$ cat config.mk
export PLATFORM = sky130hd
export DESIGN_NAME = c8ie_ctrl
export DESIGN_NICKNAME = d
export VERILOG_FILES = /design/src/rtl/core/c8ie_pkg.sv /design/src/rtl/core/c8ie_ctrl.sv
export SDC_FILE = /design/constraint.sdc
export NUM_CORES = 1
export LEC_CHECK = 0
export BUFFER_PORTS_ARGS = -buffer_cell sky130_fd_sc_hd__buf_2
export CORE_MARGIN = 1.5
export CORE_UTILIZATION = 58
export CTS_CLUSTER_DIAMETER = 80
export DETAILED_ROUTE_END_ITERATION = 10
export GPL_TIMING_DRIVEN = 0
export HOLD_SLACK_MARGIN = 0.12
export PLACE_DENSITY = 0.85
export SYNTH_ARGS = -nofsm -noshare
export SYNTH_HDL_FRONTEND = slang
export SYNTH_SLANG_ARGS = --single-unit
export TNS_END_PERCENT = 5
$ cat constraint.sdc
create_clock -name i_clk -period 5 [get_ports i_clk]
set_clock_uncertainty 0.1 [all_clocks]
set_input_delay 1 -clock i_clk [delete_from_list [all_inputs] [get_ports i_clk]]
set_output_delay 1 -clock i_clk [all_outputs]
set_load 0.01 [all_outputs]
$ cat src/rtl/core/c8ie_pkg.sv
// c8ie_pkg: shared types, opcode codes and helper functions for the CHIP-8 core.
// No dependencies; used by every module in rtl/core.
package c8ie_pkg;

    localparam int MEM_BYTES = 4096;
    localparam int SCREEN_W  = 64;
    localparam int SCREEN_H  = 32;
    localparam int MEM_AW    = $clog2(MEM_BYTES);
    localparam int FB_BYTES  = SCREEN_W * SCREEN_H / 8;
    localparam int FB_AW     = $clog2(FB_BYTES);
    localparam int PIXELS    = SCREEN_W * SCREEN_H;

    localparam logic [MEM_AW-1:0] PC_START = MEM_AW'(12'h200);

    localparam logic [1:0] FN_EXEC = 2'd0;
    localparam logic [1:0] FN_WMEM = 2'd1;
    localparam logic [1:0] FN_RPIX = 2'd2;
    localparam logic [1:0] FN_TICK = 2'd3;

    localparam logic [3:0] OP_SYS  = 4'h0;
    localparam logic [3:0] OP_JP   = 4'h1;
    localparam logic [3:0] OP_CALL = 4'h2;
    localparam logic [3:0] OP_SEK  = 4'h3;
    localparam logic [3:0] OP_SNEK = 4'h4;
    localparam logic [3:0] OP_SER  = 4'h5;
    localparam logic [3:0] OP_LDK  = 4'h6;
    localparam logic [3:0] OP_ADDK = 4'h7;
    localparam logic [3:0] OP_ALU  = 4'h8;
    localparam logic [3:0] OP_SNER = 4'h9;
    localparam logic [3:0] OP_LDI  = 4'hA;
    localparam logic [3:0] OP_JPV  = 4'hB;
    localparam logic [3:0] OP_RND  = 4'hC;
    localparam logic [3:0] OP_DRW  = 4'hD;
    localparam logic [3:0] OP_KEY  = 4'hE;
    localparam logic [3:0] OP_MISC = 4'hF;

    localparam logic [15:0] OPC_CLS = 16'h00E0;
    localparam logic [15:0] OPC_RET = 16'h00EE;

    localparam logic [3:0] ALU_MOV = 4'h0;
    localparam logic [3:0] ALU_OR  = 4'h1;
    localparam logic [3:0] ALU_AND = 4'h2;
    localparam logic [3:0] ALU_XOR = 4'h3;
    localparam logic [3:0] ALU_ADD = 4'h4;
    localparam logic [3:0] ALU_SUB = 4'h5;
    localparam logic [3:0] ALU_SHR = 4'h6;
    localparam logic [3:0] ALU_SBN = 4'h7;
    localparam logic [3:0] ALU_SHL = 4'hE;

    localparam logic [7:0] KK_SKP  = 8'h9E;
    localparam logic [7:0] KK_SKNP = 8'hA1;
    localparam logic [7:0] FX_GDT  = 8'h07;
    localparam logic [7:0] FX_WKEY = 8'h0A;
    localparam logic [7:0] FX_SDT  = 8'h15;
    localparam logic [7:0] FX_SST  = 8'h18;
    localparam logic [7:0] FX_ADDI = 8'h1E;
    localparam logic [7:0] FX_FONT = 8'h29;
    localparam logic [7:0] FX_BCD  = 8'h33;
    localparam logic [7:0] FX_STR  = 8'h55;
    localparam logic [7:0] FX_LDR  = 8'h65;

    typedef struct packed {
        logic [1:0]  func;
        logic [11:0] addr;
        logic [7:0]  wdata;
        logic [15:0] keys_down;
        logic [7:0]  rand_byte;
    } t_in;

    typedef struct packed {
        logic [11:0] pc_now;
        logic        read_data;
        logic        waiting_key;
        logic        sound_on;
    } t_out;

    typedef enum logic [4:0] {
        DP_NOP, DP_LOAD_IN, DP_MEMWR, DP_TICK, DP_PX_RD, DP_PX_CAP,
        DP_FETCH_HI, DP_FETCH_LO, DP_CAP_LO, DP_REGRD, DP_EXEC, DP_FLAG,
        DP_CLR, DP_DRW_RD, DP_DRW_A, DP_DRW_AW, DP_DRW_BW, DP_DRW_VF,
        DP_BCD, DP_ST_RD, DP_ST_WR, DP_LD_RD, DP_LD_WR
    } t_dpop;

    typedef struct packed {
        t_dpop      op;
        logic [7:0] cnt;
    } t_cmd;

    typedef struct packed {
        logic [15:0] opcode;
    } t_sts;

    // sel 0: hundreds, 1: tens, 2: ones
    function automatic logic [7:0] bcd_digit(input logic [7:0] v, input logic [1:0] sel);
        logic [1:0]  h;
        logic [6:0]  rem;
        logic [14:0] prod;
        logic [3:0]  t;
        logic [7:0]  res;
        h    = (v >= 8'd200) ? 2'd2 : ((v >= 8'd100) ? 2'd1 : 2'd0);
        rem  = 7'(v - 8'(h) * 8'd100);
        prod = 15'(rem) * 15'd205;
        t    = 4'(prod >> 11);
        case (sel)
            2'd0:    res = 8'(h);
            2'd1:    res = 8'(t);
            default: res = 8'(rem - 7'(t) * 7'd10);
        endcase
        return res;
    endfunction

    function automatic logic [3:0] lowest_key(input logic [15:0] k);
        logic [3:0] r;
        r = 4'd0;
        for (int i = 15; i >= 0; i--) begin
            if (k[i]) r = 4'(i);
        end
        return r;
    endfunction

endpackage

$ cat src/rtl/core/c8ie_ctrl.sv
// c8ie_ctrl: sequencer for the CHIP-8 core; walks fetch, decode and the
// multi-cycle loops and commands c8ie_datapath. Uses c8ie_pkg.
module c8ie_ctrl (
    input  logic           i_clk,
    input  logic           i_rst_n,
    input  logic           i_accept,
    input  logic [1:0]     i_func,
    input  logic           i_out_free,
    input  c8ie_pkg::t_sts i_sts,
    output c8ie_pkg::t_cmd o_cmd,
    output logic           o_busy,
    output logic           o_done
);

    typedef enum logic [4:0] {
        S_BOOT, S_IDLE, S_WR, S_TICK, S_PX0, S_PX1, S_F0, S_F1, S_F2, S_RR,
        S_CLR, S_D0, S_D1, S_D2, S_D3, S_DVF, S_BCD, S_ST0, S_ST1, S_LD0, S_LD1,
        S_EX, S_FL, S_DONE
    } t_state;

    t_state     r_state;
    logic [7:0] r_cnt;
    logic [15:0] opc;
    logic [3:0] nib, nrows, rx;
    logic [7:0] kk;
    logic       flag_op;

    assign opc   = i_sts.opcode;
    assign nib   = opc[15:12];
    assign rx    = opc[11:8];
    assign nrows = opc[3:0];
    assign kk    = opc[7:0];

    always_comb begin
        flag_op = 1'b0;
        if (nib == c8ie_pkg::OP_ALU) begin
            case (opc[3:0]) inside
                c8ie_pkg::ALU_ADD, c8ie_pkg::ALU_SUB, c8ie_pkg::ALU_SHR,
                c8ie_pkg::ALU_SBN, c8ie_pkg::ALU_SHL: flag_op = 1'b1;
                default: flag_op = 1'b0;
            endcase
        end
    end

    assign o_busy = (r_state != S_IDLE);
    assign o_done = (r_state == S_DONE) && i_out_free;

    always_comb begin
        o_cmd.cnt = r_cnt;
        unique case (r_state)
            S_BOOT, S_CLR: o_cmd.op = c8ie_pkg::DP_CLR;
            S_IDLE:  o_cmd.op = i_accept ? c8ie_pkg::DP_LOAD_IN : c8ie_pkg::DP_NOP;
            S_WR:    o_cmd.op = c8ie_pkg::DP_MEMWR;
            S_TICK:  o_cmd.op = c8ie_pkg::DP_TICK;
            S_PX0:   o_cmd.op = c8ie_pkg::DP_PX_RD;
            S_PX1:   o_cmd.op = c8ie_pkg::DP_PX_CAP;
            S_F0:    o_cmd.op = c8ie_pkg::DP_FETCH_HI;
            S_F1:    o_cmd.op = c8ie_pkg::DP_FETCH_LO;
            S_F2:    o_cmd.op = c8ie_pkg::DP_CAP_LO;
            S_RR:    o_cmd.op = c8ie_pkg::DP_REGRD;
            S_D0:    o_cmd.op = c8ie_pkg::DP_DRW_RD;
            S_D1:    o_cmd.op = c8ie_pkg::DP_DRW_A;
            S_D2:    o_cmd.op = c8ie_pkg::DP_DRW_AW;
            S_D3:    o_cmd.op = c8ie_pkg::DP_DRW_BW;
            S_DVF:   o_cmd.op = c8ie_pkg::DP_DRW_VF;
            S_BCD:   o_cmd.op = c8ie_pkg::DP_BCD;
            S_ST0:   o_cmd.op = c8ie_pkg::DP_ST_RD;
            S_ST1:   o_cmd.op = c8ie_pkg::DP_ST_WR;
            S_LD0:   o_cmd.op = c8ie_pkg::DP_LD_RD;
            S_LD1:   o_cmd.op = c8ie_pkg::DP_LD_WR;
            S_EX:    o_cmd.op = c8ie_pkg::DP_EXEC;
            S_FL:    o_cmd.op = c8ie_pkg::DP_FLAG;
            S_DONE:  o_cmd.op = c8ie_pkg::DP_NOP;
            default: o_cmd.op = c8ie_pkg::DP_NOP;
        endcase
    end

    always_ff @(posedge i_clk) begin
        if (!i_rst_n) begin
            r_state <= S_BOOT;
            r_cnt   <= '0;
        end else begin
            unique case (r_state)
                S_BOOT: begin
                    r_cnt <= r_cnt + 8'd1;
                    if (r_cnt == 8'(c8ie_pkg::FB_BYTES - 1)) r_state <= S_IDLE;
                end
                S_IDLE: begin
                    r_cnt <= '0;
                    if (i_accept) begin
                        unique case (i_func)
                            c8ie_pkg::FN_EXEC: r_state <= S_F0;
                            c8ie_pkg::FN_WMEM: r_state <= S_WR;
                            c8ie_pkg::FN_RPIX: r_state <= S_PX0;
                            default:           r_state <= S_TICK;
                        endcase
                    end
                end
                S_WR, S_TICK, S_PX1: r_state <= S_DONE;
                S_PX0: r_state <= S_PX1;
                S_F0:  r_state <= S_F1;
                S_F1:  r_state <= S_F2;
                S_F2:  r_state <= S_RR;
                S_RR: begin
                    r_cnt <= '0;
                    if (opc == c8ie_pkg::OPC_CLS) r_state <= S_CLR;
                    else if (nib == c8ie_pkg::OP_DRW)
                        r_state <= (nrows == 4'd0) ? S_DVF : S_D0;
                    else if (nib == c8ie_pkg::OP_MISC && kk == c8ie_pkg::FX_BCD)
                        r_state <= S_BCD;
                    else if (nib == c8ie_pkg::OP_MISC && kk == c8ie_pkg::FX_STR)
                        r_state <= S_ST0;
                    else if (nib == c8ie_pkg::OP_MISC && kk == c8ie_pkg::FX_LDR)
                        r_state <= S_LD0;
                    else r_state <= S_EX;
                end
                S_CLR: begin
                    r_cnt <= r_cnt + 8'd1;
                    if (r_cnt == 8'(c8ie_pkg::FB_BYTES - 1)) r_state <= S_EX;
                end
                S_D0: r_state <= S_D1;
                S_D1: r_state <= S_D2;
                S_D2: r_state <= S_D3;
                S_D3: begin
                    r_cnt <= r_cnt + 8'd1;
                    r_state <= (r_cnt[3:0] == nrows - 4'd1) ? S_DVF : S_D0;
                end
                S_DVF: r_state <= S_EX;
                S_BCD: begin
                    r_cnt <= r_cnt + 8'd1;
                    if (r_cnt == 8'd2) r_state <= S_EX;
                end
                S_ST0: r_state <= S_ST1;
                S_ST1: begin
                    r_cnt <= r_cnt + 8'd1;
                    r_state <= (r_cnt[3:0] == rx) ? S_EX : S_ST0;
                end
                S_LD0: r_state <= S_LD1;
                S_LD1: begin
                    r_cnt <= r_cnt + 8'd1;
                    r_state <= (r_cnt[3:0] == rx) ? S_EX : S_LD0;
                end
                S_EX: r_state <= flag_op ? S_FL : S_DONE;
                S_FL: r_state <= S_DONE;
                S_DONE: if (i_out_free) r_state <= S_IDLE;
                default: r_state <= S_IDLE;
            endcase
        end
    end

    a_accept_busy: assert property (@(posedge i_clk) disable iff (!i_rst_n)
        i_accept |=> o_busy) else $error("accept did not start work");
    a_done_idle: assert property (@(posedge i_clk) disable iff (!i_rst_n)
        o_done |=> !o_busy) else $error("done without return to idle");
    a_draw_rows: assert property (@(posedge i_clk) disable iff (!i_rst_n)
        (r_state == S_D0) |-> (r_cnt < 8'd16)) else $error("draw row overrun");
    a_loop_regs: assert property (@(posedge i_clk) disable iff (!i_rst_n)
        (r_state == S_ST0 || r_state == S_LD0) |-> (r_cnt[7:4] == 4'd0))
        else $error("register block move overrun");

endmodule

# After elaboration in Yosys (flattened, before gate mapping)
# Index checks and enable logic that the tools add are counted.
# Widths: inputs -> output; s select.
[classes]
addsub = 2
n_eq_ne = 47
mux = 22
reduce_logical = 14
[op_table]
columns = ["operator", "count"]
rows = [
  ["$pmux 5 s22", 1],
  ["$pmux 5 s21", 1],
  ["$eq 5x4->1 const B", 8],
  ["$eq 5x5->1 const B", 8],
  ["$mux 5", 7],
  ["$mux 3", 7],
  ["$eq 5x3->1 const B", 4],
  ["$eq 16x8->1 const B", 1],
  ["$eq 4x3->1 const B", 4],
  ["$eq 4x4->1 const B", 4],
  ["$eq 8x7->1 const B", 2],
  ["$pmux 8 s2", 1],
  ["$eq 5x2->1 const B", 2],
  ["$ne 2x2->1 const B", 5],
  ["$pmux 3 s3", 1],
  ["$add 8x1->8 const B", 1],
  ["$eq 4x4->1", 2],
  ["$eq 8x2->1 const B", 1],
  ["$eq 8x6->1 const B", 1],
  ["$eq 8x8->1 const B", 1],
  ["$reduce_or 6->1", 1],
  ["$eq 5x1->1 const B", 1],
  ["$logic_not 5->1", 1],
  ["$ne 5x1->1 const B", 1],
  ["12 further kinds", 19],
]
[word_totals]
register_bits = 13
input_bits = 22

# Longest topological paths before layout
# Gate-level depths: netlist of run 1.
[depth]
ltp_word = 8
ltp_mapped = 8
ltp_nobuf = 8

# Worst setup path before layout of run 1
# OpenSTA, ideal clock, no wires.
[synth_path]
path_kind = "input -> output"
start = "in i_accept"
end = "out o_cmd[8] (netlist name)"
arrival_ps = 1546
setup_slack_ps = 2354
path_stages = 3
n_path_buf = 0
path_cell_list = "or3_1 > a21oi_1 > a221oi_1"
[synth_rtl]
columns = ["item", "line", "text"]
rows = [
  ["start: declaration", "c8ie_ctrl.sv:6", "input logic i_accept,"],
  ["end: declaration", "c8ie_ctrl.sv:10", "output c8ie_pkg::t_cmd o_cmd,"],
]

==> summary.txt, run 1 <==
Critical Path Source - r_state[1]
Filler cells - 231
Final Core Density - 71.52%
Routed Antenna Nets - 0
setup TNS - 0 ns
# placed instances - 283
outcome - finished, final reports clean
worst-path fanout max - 10
worst vdd ir - 0.2244 mV
initial DRC count - 117
Buf/Inv on CP - 4
Hold Vio Cnt, Final - 0
Reg clk slew, reported paths - 0.08 ns
Post-CTS Setup Inserts - 0
CTS tree - done
layout cells sized above 1 - 21.01%
row count - 18
CP arrival - 2.00 ns
Overflow after GRT - 0
Die W - 54.30 um
core area - 2477 um^2
mean post-synth cell area - 7.034 um^2
Syn Inst Count - 217
Power, Total - 223.5 uW
Die Ht - 54.30 um
PwrDens - 126.2 nW/um^2
worst r2r src - r_cnt[1]
number of global-route vias before repair - 1471
io pins - 37
Routed wire per std cell - 15.64 um
predominant post-synthesis flop cell - dfxtp_1
initial antenna violation count - 0
Multi-input gate area - 1164 um^2
Max Cap Viol - 0
CP top delay family - buffers and inverters
fin crit share - 62.04%
clk buf depth - 2
WL final - 4490 um
DR vias - 1849
CP required - 3.90 ns
Highest Clock Rate - 322.4 MHz
FF+latch area - 260.3 um^2
Finished Layout Cells - 287
most numerous cell on the critical path - buf_2
hpwl dp - 3451 um
fin crit period - 3.102 ns
vias per inst - 6.443
Port Buffer Count - 36
Synthesis Warnings - 0
Num CTS Buffers - 3
Resize count post-CTS - 0
Initial Util - 61.62%
Critical Path Max Stage Delay - 0.36 ns
Setup crit start kind - flip-flop
largest net degree at the start of global routing - 11
Diodes inserted - 0
Post-Syn Area - 1526 um^2
Worst Path Class, Setup - reg -> out
#FFs+latches synth - 13
# clock sinks - 13
worst skew pair latency - 0.29 ns
setup violators final - 0
Slew HR - 57.49%
drt first pass iters - 5
Worst Tran Pin Value - 0.6328 ns
Crit-path slowest cell - clkbuf_1
Unique masters post-synth - 55
RSZ-0062 raised after global routing - false
Worst Setup End Kind - primary output
Synth async-reset ratio - 0%
Seq/Total Area, Yosys - 17.05%
total die area - 2948 um^2
H-tree level count - 1
DRC - 0
Max Slew Vio Count - 0
Hold Crit Start - r_cnt[6]
Tot GR Track Use - 31.73%
Worst Hold Class - reg -> reg
placer's final routability congestion estimate - 0.9416
worst-path cell chain - buf_2, clkbuf_1, buf_2, a211oi_1, a211oi_1, o22ai_1, buf_2
clk root buf - clkbuf_4
Post-synth EDFFs - 0
Pleak - 0.7517 nW
first-pass GRT wire length - 6955 um
Syn Nets - 245
Final Net Count - 286
Layout area overhead - 16.07%
Hold Buf Count CTS - 0
[tightest hold or removal path, delay by kind of cell, from the launching register on]
family	cells	cell delay, ns
xor gates and xnor gates	1	0.08
DFF	1	0.38
and+or+nand+nor	1	0.07
[layout by cell type (no fill, tap or decap), types with 4 or more instances in the layout]
cell      instances
buf_2            40
nor2_1           23
a21oi_1          18
nand2_1          15
xnor2_1          13
dfxtp_1          13
inv_1             8
o21ai_1           8
clkbuf_1          6
nand3_1           6
ha_1              6
nand3b_1          5
and3_1            5
nand4_1           5
o21ai_0           5
nor2b_1           4
nand2b_1          4
a211oi_1          4
xor2_1            4
nor3_1            4
[where the power goes]
group          leakage (nW)  internal [mW]  total (mW)  switching (mW)
logic                 0.629         0.0221      0.0441          0.0219
registers             0.105          0.106       0.110         0.00482
clock network        0.0177         0.0298      0.0691          0.0393
total                 0.752          0.157       0.224          0.0660
[metrics by stage]
stage	hold slack (ns)	instance area (um^2)	worst slack (ns)
final	0.4592	1772	1.898
after global routing	0.4795	1772	1.687
after CTS	0.4601	1772	1.927
after detailed placement	0.4435	1744	2.095
after global placement	0.3796	1744	2.099
after floorplan	0.4010	1526	2.354
[flip-flops by register name (all words and copies together) (netlist names)]
signal,count
r_cnt,8
r_state,5
[cell usage after synthesis, types with 4 or more instances]
library cell,instances,share of area (%)
a211oi_1,4,2.0
a21oi_1,18,5.9
and3_1,5,2.0
buf_2,4,1.3
clkbuf_1,6,1.5
dfxtp_1,13,17
ha_1,6,4.9
inv_1,8,2.0
nand2_1,15,3.7
nand2b_1,4,1.6
nand3_1,6,2.0
nand3b_1,5,2.5
nand4_1,5,2.0
nor2_1,23,5.7
nor2b_1,4,1.6
nor3_1,4,1.3
o21ai_0,5,1.6
o21ai_1,8,2.6
xnor2_1,13,7.5
xor2_1,4,2.3
[layer usage]
layer	vias up	track usage, %	share of wire, %
met3	14	4.645	8.7
li1	884	-	-
met4	0	6.667	2.1
met5	-	0	0
met2	110	53.21	46
met1	841	42.79	43
[logic make-up (layout without fill, tap and decap cells)]
group,count (synthesis),count (layout),share of synthesized area (%)
AO/OA/AOI/OAI,69,69,30.74
XOR/XNOR,17,17,9.754
adder cells (fa/ha/maj),6,6,4.918
buffers and inverters,24,64,6.721
flip-flops,13,13,17.05
multiplexers,1,1,0.6558
AND/OR/NAND/NOR,87,87,30.16
[area by class of cell]
type | count | area share [%]
plain buffers | 13 | 3.460
multi-input cells | 180 | 65.68
clock inverters | 1 | 0.2825
clock buffers | 3 | 1.271
well taps | 30 | 2.119
flip-flops and latches | 13 | 14.69
repair buffers | 36 | 10.17
inverters | 11 | 2.331
[path summary, 6_finish.rpt]
path	to	slack [ns]	cells after the start
max reg2reg	r_state[1]	2.65	7
min reg2reg	r_cnt[6]	0.46	2
max	o_cmd[10]	1.90	7
min	r_cnt[6]	0.46	2
No activity file was read; power rests on OpenSTA's default activity.
==> run 2: changes to the inputs <==
--- a/config.mk
+++ b/config.mk
@@ -7,12 +7,12 @@
 export LEC_CHECK = 0
 export BUFFER_PORTS_ARGS = -buffer_cell sky130_fd_sc_hd__buf_2
 export CORE_MARGIN = 1.5
-export CORE_UTILIZATION = 58
+export CORE_UTILIZATION = 49
 export CTS_CLUSTER_DIAMETER = 80
 export DETAILED_ROUTE_END_ITERATION = 10
 export GPL_TIMING_DRIVEN = 0
 export HOLD_SLACK_MARGIN = 0.12
-export PLACE_DENSITY = 0.85
+export PLACE_DENSITY = 0.76
 export SYNTH_ARGS = -nofsm -noshare
 export SYNTH_HDL_FRONTEND = slang
 export SYNTH_SLANG_ARGS = --single-unit
==> constraint.sdc (replaced) <==
create_clock -name i_clk -period 2.56 [get_ports i_clk]
set_clock_uncertainty 0.1 [all_clocks]
set_input_delay 0.512 -clock i_clk [delete_from_list [all_inputs] [get_ports i_clk]]
set_output_delay 0.512 -clock i_clk [all_outputs]
set_load 0.01 [all_outputs]
==> summary.txt, run 2 (synthesized netlist as in run 1, its figures left out) <==
DRC - 0 (unchanged)
largest net degree at the start of global routing - 11 (unchanged)
worst vdd ir - 0.2515 mV (was 0.2244 mV)
Die W - 58.82 um (was 54.30 um)
Largest regs - r_cnt: 8 flops, r_state: 5 flops (unchanged)
Setup crit start kind - flip-flop (unchanged)
placer's final routability congestion estimate - 0.9385 (was 0.9416)
commonest non-fill, non-tap cell in the layout - buf_2 (unchanged)
switch share - 27.40% (was 29.55%)
row count - 20 (was 18)
CP arrival - 1.80 ns (was 2.00 ns)
drt first pass iters - 5 (unchanged)
Worst Slack Setup Final - 0.1476 ns (was 1.898 ns)
initial DRC count - 106 (was 117)
Highest Clock Rate - 414.5 MHz
Slew HR - 60.23% (was 57.49%)
Power Internal - 309.3 uW (was 157.5 uW)
Die Ht - 58.82 um (was 54.30 um)
PwrDens - 240.2 nW/um^2 (was 126.2 nW/um^2)
WL final - 4106 um (was 4490 um)
fin crit period - 2.412 ns
Flop pwr share - 50.6% (was 49.4%)
Worst Hold Class - in -> reg (was reg -> reg)
largest register by flop count - r_cnt (unchanged)
worst-path fanout max - 10 (unchanged)
first-pass GRT wire length - 6720 um (was 6955 um)
Setup WS pre-CTS - 0.3162 ns (was 2.095 ns)
Worst Path Class, Setup - reg -> out (unchanged)
WHS - 0.4172 ns (was 0.4592 ns)
core area - 3003 um^2 (was 2477 um^2)
Pleak - 0.7582 nW (was 0.7517 nW)
Layout area overhead - 16.23% (was 16.07%)
Port Buffer Count - 36 (unchanged)
Post-CTS Setup Inserts - 0 (unchanged)
total die area - 3459 um^2 (was 2948 um^2)
clk root buf - clkbuf_4 (unchanged)
Reg clk slew, reported paths - 0.08 ns (about the same)
DR vias - 1797 (was 1849)
initial antenna violation count - 0 (unchanged)
RSZ-0062 raised after global routing - false (unchanged)
Clk pwr share - 29.7% (was 30.9%)
Num CTS Buffers - 3 (unchanged)
setup violators final - 0 (unchanged)
Worst Setup End Kind - primary output (unchanged)
switching pwr - 116.8 uW (was 66.05 uW)
CP required - 1.95 ns (was 3.90 ns)
Tot GR Track Use - 24.04% (was 31.73%)
setup TNS - 0 ns (unchanged)
vias per inst - 6.218 (was 6.443)
Worst Tran Pin Value - 0.5921 ns (was 0.6328 ns)
Initial Util - 50.83% (was 61.62%)
worst skew pair latency - 0.27 ns (was 0.29 ns)
fin crit share - 94.23%
Final Net Count - 285 (was 286)
Diodes inserted - 0 (unchanged)
Routed Antenna Nets - 0 (unchanged)
outcome - finished, final reports clean (unchanged)
Max Slew Vio Count - 0 (unchanged)
max reg flops - 8 (unchanged)
Routed wire per std cell - 14.21 um (was 15.64 um)
clk buf depth - 2 (unchanged)
# clock sinks - 13 (unchanged)
Max Cap Viol - 0 (unchanged)
layout cells sized above 1 - 21.88% (was 21.01%)
logic gate share of total power - 19.8% (was 19.7%)
Overflow after GRT - 0 (unchanged)
Hold Vio Cnt, Final - 0 (unchanged)
Finished Layout Cells - 289 (was 287)
# placed instances - 286 (was 283)
number of global-route vias before repair - 1552 (was 1471)
hpwl dp - 3192 um (was 3451 um)
CTS tree - done (unchanged)
H-tree level count - 1 (unchanged)
Hold Buf Count CTS - 0 (unchanged)
most frequent cells in the layout - buf_2, nor2_1, a21oi_1 (unchanged)
io pins - 37 (unchanged)
## run 2: cell types whose count changed in the layout (fill, tap and decap cells not counted)
cell,previous run,this run
buf_1,1,0
clkbuf_1,6,4
clkbuf_2,0,3
clkinv_2,1,0
## run 2: power by group through the flow
stage                     Sequential [mW]  Combinational [mW]  Clock, mW
after floorplan                     0.220              0.0437          0
after global placement              0.220              0.0814          0
after detailed placement            0.220              0.0827          0
after CTS                           0.215              0.0832      0.130
after global routing                0.217              0.0925      0.137
final                               0.215              0.0842      0.126
## run 2: layout make-up
| type | instances | area, um^2 |
|---|---|---|
| tap | 33 | 41.29 |
| timing repair buffer | 36 | 180.2 |
| multi-input combinational | 180 | 1164 |
| buffer | 12 | 61.31 |
| clock buffer | 4 | 26.28 |
| sequential | 13 | 260.3 |
| inverter | 11 | 41.29 |
| fill | 295 | 1229 |
## run 2: worst max-delay path, cell delays in order (launching register included)
cell and delay [ns]:
dfxtp_1 0.36, buf_4 0.19, clkbuf_1 0.37, a211oi_1 0.13, a211oi_1 0.22, o22ai_1 0.09
buf_2 0.16
## run 2: final timing paths
path | cells after the start | to | startpoint | slack (ns)
setup reg to reg | 6 | r_cnt[4] | r_state[1] | 0.26
hold reg to reg | 1 | r_cnt[5] | r_cnt[5] | 0.43
hold / removal | 2 | r_cnt[1] | i_rst_n | 0.42
setup / recovery | 6 | o_cmd[10] | r_state[4] | 0.15
## run 2: what timing repair did
action	CTS	global route
endpoints found under the hold margin	0	0
endpoints found under the setup margin	0	5
resized for setup	0	5
## run 2: per-stage QoR
stage | cell area [um^2] | total power [mW] | utilization, %
final | 1774 | 0.4261 | 59.08
after global routing | 1774 | 0.4465 | 59.08
after CTS | 1774 | 0.4286 | 59.08
after detailed placement | 1748 | 0.3029 | 58.21
after global placement | 1748 | 0.3015 | 58.21
after floorplan | 1526 | 0.2637 | -
## run 2: per-layer routing
layer  global-route usage, %  wire length (um)  vias up  share of wire, %
met3                   1.758               250       12               6.1
met1                   32.98              1865      817                45
li1                        -                 -      884                 -
met4                   6.494                53        0               1.3
met5                       0                 0        -                 0
met2                   40.48              1936       84                47
